===== config.mk =====
export PLATFORM = sky130hd
export DESIGN_NAME = lfu_cell
export DESIGN_NICKNAME = d
export VERILOG_FILES = /design/src/hw/rtl/lfu_pkg.sv /design/src/hw/rtl/lfu_cell.sv
export SDC_FILE = /design/constraint.sdc
export NUM_CORES = 1
export LEC_CHECK = 0
export ABC_AREA = 1
export BUFFER_PORTS_ARGS = -buffer_cell sky130_fd_sc_hd__buf_4
export CORE_MARGIN = 3
export CORE_UTILIZATION = 40
export CTS_CLUSTER_SIZE = 24
export DETAILED_ROUTE_END_ITERATION = 12
export MAX_ROUTING_LAYER = met4
export PLACE_DENSITY = 0.71
export SYNTH_ARGS = -nofsm -noshare
export SYNTH_HDL_FRONTEND = slang
export SYNTH_SLANG_ARGS = --single-unit
export TNS_END_PERCENT = 20

===== constraint.sdc =====
create_clock -name aclk -period 6.1 [get_ports aclk]
set_clock_uncertainty 0.1 [all_clocks]
set_input_delay 0.61 -clock aclk [delete_from_list [all_inputs] [get_ports aclk]]
set_output_delay 0.61 -clock aclk [all_outputs]
set_load 0.02 [all_outputs]

===== src/hw/rtl/lfu_pkg.sv =====
// ----------------------------------------------------------------------------
// lfu_pkg: shared types and constants of the LFU cache
// Sizes, beat payload structs, chain entry type and cell control bundle.
// ----------------------------------------------------------------------------
package lfu_pkg;

    localparam int ENTRIES = 16;
    localparam int IDX_W   = (ENTRIES > 1) ? $clog2(ENTRIES) : 1;
    localparam int OCC_W   = $clog2(ENTRIES + 1);
    localparam int CAP_W   = 5;
    localparam int CMP_W   = (OCC_W > CAP_W) ? OCC_W : CAP_W;
    localparam int KEY_W   = 32;
    localparam int VAL_W   = 32;
    localparam int CNT_W   = 32;

    localparam logic [CAP_W-1:0] CAP_RESET = CAP_W'(16);
    localparam logic [CNT_W-1:0] COUNT_MAX = '1;
    localparam logic [CNT_W-1:0] COUNT_NEW = CNT_W'(1);

    localparam logic MODE_GET = 1'b0;
    localparam logic MODE_PUT = 1'b1;

    typedef struct packed {
        logic                    mode;
        logic        [KEY_W-1:0] key;
        logic signed [VAL_W-1:0] value;
    } req_t;

    typedef struct packed {
        logic                    hit;
        logic signed [VAL_W-1:0] read_value;
        logic                    evicted;
        logic        [KEY_W-1:0] evicted_key;
    } rsp_t;

    typedef struct packed {
        logic        [KEY_W-1:0] key;
        logic signed [VAL_W-1:0] value;
        logic        [CNT_W-1:0] count;
    } entry_t;

    // Broadcast to every cell during the update cycle.
    typedef struct packed {
        logic             upd;
        logic [IDX_W-1:0] p_idx;
        entry_t           mover;
    } cell_ctl_t;

endpackage


===== src/hw/rtl/lfu_cell.sv =====
// ----------------------------------------------------------------------------
// lfu_cell: one position of the ordered cache chain
// Holds one entry, matches the lookup key, and on update either keeps its
// entry, takes its left neighbor's entry, or takes the promoted entry.
// ----------------------------------------------------------------------------
module lfu_cell (
    input  logic                           aclk,
    input  logic                           aresetn,
    input  logic [lfu_pkg::IDX_W-1:0]      idx,
    input  logic [lfu_pkg::KEY_W-1:0]      lookup_key,
    input  lfu_pkg::cell_ctl_t             ctl,
    input  lfu_pkg::entry_t                left_ent,
    input  logic                           left_le,
    output lfu_pkg::entry_t                ent,
    output logic                           le,
    output logic                           valid,
    output logic                           match
);

    lfu_pkg::entry_t ent_reg, ent_next;
    logic            valid_reg, valid_next;
    logic            at_or_before;
    logic            is_target;
    logic            ins;
    logic            shf;

    assign is_target    = (idx == ctl.p_idx);
    assign at_or_before = (idx <= ctl.p_idx);
    // The target slot always counts as "not ahead" of the mover.
    assign le           = is_target || (ent_reg.count <= ctl.mover.count);
    assign ins          = ctl.upd && at_or_before && le && !left_le;
    assign shf          = ctl.upd && at_or_before && left_le;

    always_comb begin
        ent_next   = ent_reg;
        valid_next = valid_reg;
        if (ins) begin
            ent_next = ctl.mover;
        end else if (shf) begin
            ent_next = left_ent;
        end
        if (ctl.upd && is_target) begin
            valid_next = 1'b1;
        end
    end

    always_ff @(posedge aclk) begin
        if (!aresetn) begin
            ent_reg   <= '0;
            valid_reg <= 1'b0;
        end else begin
            ent_reg   <= ent_next;
            valid_reg <= valid_next;
        end
    end

    assign ent   = ent_reg;
    assign valid = valid_reg;
    assign match = valid_reg && (ent_reg.key == lookup_key);

endmodule


After elaboration in Yosys (flattened, before gate mapping)
Index checks and enable logic that the tools add are counted.
{ "op_classes": {"reduce_logical": 9, "eq_ne": 2, "mux": 2, "n_lt_le_gt_ge": 2} }
{ "ops": {"columns": ["cell", "n"], "rows": [
  ["96-bit 2-to-1 mux", 2],
  ["32-bit == test", 1],
  ["32-bit <= comparator", 1],
  ["1-bit logical AND", 6],
  ["4-bit == test", 1],
  ["4-bit <= comparator", 1],
  ["2-bit nonzero test", 1],
  ["1-bit logical NOT", 1],
  ["1-bit logical OR", 1]
]} }
{ "totals": {"wordCells": 19, "register_bits": 97, "inputBits": 236, "out_inout_bits": 99} }

Logic depth before layout (Yosys ltp)
{ "logic_depth": {"depth_word": 5, "mapped_depth": 21} }

Worst setup path before layout
No wires, ideal clock.
{ "synth_timing": {"path_type": "in2out", "start": "input port ctl[31] (netlist name)", "end": "output port le", "t_required_ns": 5.390, "stages": 9, "t_arrival_ns": 1.800, "path_buffers": 1, "slack_ns": 3.590, "path_cell_list": "inv_1 -> ha_1 -> nand2_1 -> nor2_2 -> nand2_2 -> nor3b_2 -> a21boi_2 -> nand2_4 -> buf_2"} }
{ "synth_via": {"elab_chain_cells": 2} }
{ "synth_lines": {"columns": ["item", "line", "source"], "rows": [
  ["start, declared", "lfu_cell.sv:11", "input lfu_pkg::cell_ctl_t ctl,"],
  ["32-bit <= comparator", "lfu_cell.sv:30", "assign le = is_target || (ent_reg.count <= ctl.mover.count);"],
  ["1-bit logical OR", "lfu_cell.sv:30", null],
  ["end, declared", "lfu_cell.sv:15", "output logic le,"]
]} }
No other way between the ends.

Final worst setup path
{ "layout_timing": {"start": "input port ctl[25] (netlist name)", "end": "output port le"} }
The elaborated chain is that of the path after synthesis.

==> results.json <==
{
  "nFillCells": 1718,
  "cp-endpoint": "le",
  "path_clk_slew_ns": 0.07,
  "crit_top_cell": "buf_4",
  "path_delay_family": "buffers and inverters",
  "avgRoutedWirePerCell_um": 14.0,
  "die_height_um": 138,
  "min_period_over_period": 0.592,
  "placementRows": 47,
  "timing.setup.tns_ns": 0,
  "crit_slowest_cell": "buf_4",
  "synth_cells": 1153,
  "critPathRequiredTime_ns": 5.39,
  "grt_pass1_vias": 6818,
  "drt_iter0_drc": 388,
  "r2r_cells": 14,
  "fp.dieW_um": 138,
  "path_cells": "buf_4, inv_1, ha_1, a21oi_1, o21ai_0, nand2_1, nand2_1, a21oi_1, nand2_2, nand2_4, buf_4, buf_4",
  "start_util": 0.413,
  "numCtsBuffers": 9,
  "cp.depth": 12,
  "antenna_cells": 0,
  "root_buffer": "clkbuf_16",
  "final_area_um2": 9770,
  "ys.warnings.count": 0,
  "yosysUniqueCellTypes": 40,
  "routed_wl_um": 23400,
  "outcome": "finished, final reports clean",
  "place_congestion": 0.898,
  "clk_latency_ns": 0.34,
  "synth_async_sr_flop_share": 0,
  "reg2reg_slack_ns": 3.01,
  "synth_largest_area_cell": "dfxtp_1",
  "hold_buffers": 0,
  "dpl_cell_area_um2": 9430,
  "postSynthAreaPerCell_um2": 6.03,
  "worst_hold_path_type": "flip-flop to flip-flop",
  "max-slew-margin-rel": 0.267,
  "tightestPinTransition_ns": 1.10,
  "cts_buffer_depth": 2,
  "drive_gt1_frac": 0.284,
  "fmax_ghz": 0.277,
  "drc": 0,
  "combPwrFrac": 0.380,
  "dp_hpwl_um": 17200,
  "io_buffers": 334,
  "antenna_left": 0,
  "p_sw_frac": 0.357,
  "critical_path_arrival_ns": 2.90,
  "criticalPathCategory": "primary input to output port",
  "rr_startpoint": "ent[31]",
  "final_nets": 1713,
  "rsz0062_at_grt": "no",
  "synth_edf_count": 0,
  "syn2layout_area_growth_pct": 40.6,
  "vias": 7794,
  "synth-seq-cells": 97,
  "viasPerCell": 4.68,
  "cap_viol_max_count": 0,
  "io_pins": 335,
  "cts_setup_buffers": 0,
  "hold_viol_final": 0,
  "cts.sinks": 97,
  "p_sw_uw": 825,
  "seqPwrFrac": 0.334,
  "powerDensity_nw_per_um2": 237,
  "p_int_uw": 1490,
  "antenna_found_initial": 0,
  "synth_area_um2": 6950,
  "clockPowerShare": 0.286,
  "critPathMaxFanout": 97,
  "ys_top_cells_by_area": "dfxtp_1 28%, nand2_1 18%, inv_1 13%",
  "peakVddDrop_uv": 130,
  "final_cell_mix": "338 x nand2_1, 338 x buf_4, 235 x inv_1",
  "fin_crit_ns": 3.61,
  "synth_nets": 1425,
  "cts_tree": "yes",
  "grt_first_pass_wirelength_um": 34300,
  "cts-resized-gates": 0,
  "crit_path_start_kind": "primary input",
  "critPathCaptureType": "output port",
  "grt_max_degree": 98,
  "grt_usage": 0.235,
  "cp-startpoint": "ctl[25]",
  "ys.flop_type": "dfxtp_1",
  "hold_ws_ns": 0.412,
  "dieArea_um2": 19000,
  "first_pass_iters": 5,
  "rr_endpoint": "ent[30]",
  "htreeDepth": 3,
  "yosysSeqAreaShare": 0.279,
  "cp.buffers_inverters": 4,
  "synth_top_area_frac": 0.279,
  "largest_reg_flops": 96,
  "core-area_um2": 16800,
  "power.leakage_uw": 0.00577,
  "timing.final.max_slew_violations": 0,
  "grt_overflow_total": 0,
  "setup_viol": 0,
  "cp_slowest_stage_delay_ns": 0.75
}
## power by group through the flow
stage	Clock (uW)	Combinational [uW]	Sequential (uW)
2_1_floorplan	0	443	873
3_3_place_gp	0	873	783
3_5_place_dp	0	880	787
4_1_cts	678	884	773
5_1_grt	700	974	784
6_report	660	878	773
## cells in the mapped netlist, types with 2 or more instances
| cell | number |
|---|---|
| buf_1 | 7 |
| ha_1 | 36 |
| clkbuf_1 | 19 |
| nor2_1 | 105 |
| o21ai_2 | 30 |
| buf_2 | 23 |
| xor2_1 | 3 |
| o21a_1 | 3 |
| a22o_1 | 2 |
| nor2_2 | 6 |
| nand2_4 | 2 |
| buf_4 | 6 |
| o21ai_1 | 10 |
| inv_1 | 235 |
| or2_2 | 5 |
| o22ai_1 | 7 |
| a21oi_1 | 15 |
| nand2_2 | 3 |
| o21ai_0 | 61 |
| inv_2 | 6 |
| xnor2_1 | 5 |
| buf_12 | 3 |
| nand4_1 | 4 |
| a221oi_1 | 4 |
| o2111ai_1 | 3 |
| nand2_1 | 339 |
| nor4_1 | 2 |
| nand3_1 | 101 |
| dfxtp_1 | 97 |
## cell type report
cell class | count | area, um2 | area share
tap | 220 | 275 | 0.0282
multi-input combinational | 754 | 3770 | 0.386
timing repair buffer | 338 | 2540 | 0.260
clock inverter | 7 | 119 | 0.0122
inverter | 241 | 905 | 0.0926
sequential | 97 | 1940 | 0.199
clock buffer | 9 | 225 | 0.0231
## per-layer routing
layer / track usage / share of wire
met2: 0.388 / 0.49
met5: - / 0
met3: 0.0478 / 0.077
met4: 0.0768 / 0.024
met1: 0.287 / 0.41
## logic make-up (layout without fill, tap and decap cells)
family | count (synthesis) | after routing | share of synthesized area
compound gates | 140 | 140 | 0.128
xor+xnor | 8 | 8 | 0.0101
fa+ha+maj | 36 | 36 | 0.0648
buf+inv | 302 | 595 | 0.180
flops | 97 | 97 | 0.279
simple gates | 570 | 570 | 0.337
## how the worst min path moves through the flow
stage	from	to	slack [ns]	cells past startpoint
2_1_floorplan	ent[32]	ent[32]	0.49	4
3_3_place_gp	ent[35]	ent[35]	0.40	4
3_5_place_dp	ent[49]	ent[49]	0.40	4
4_1_cts	ent[49]	ent[49]	0.41	4
5_1_grt	ent[59]	ent[59]	0.45	4
6_report	ent[49]	ent[49]	0.41	4
## per-stage QoR
step | instances | power, uW | utilization | setup WS (ns)
2_1_floorplan | 1153 | 1320 | - | 3.59
3_3_place_gp | 1650 | 1660 | 0.560 | 2.54
3_5_place_dp | 1650 | 1670 | 0.560 | 2.52
4_1_cts | 1666 | 2340 | 0.581 | 2.52
5_1_grt | 1666 | 2460 | 0.581 | 2.31
6_report | 1666 | 2310 | 0.581 | 2.49
## worst min-delay path: stages (launching register included)
cell     delay [ns]
dfxtp_1        0.31
inv_1          0.04
nand2_1        0.04
nand2_1        0.04
nor2_1         0.03
Power figures use the tool's default switching activity.
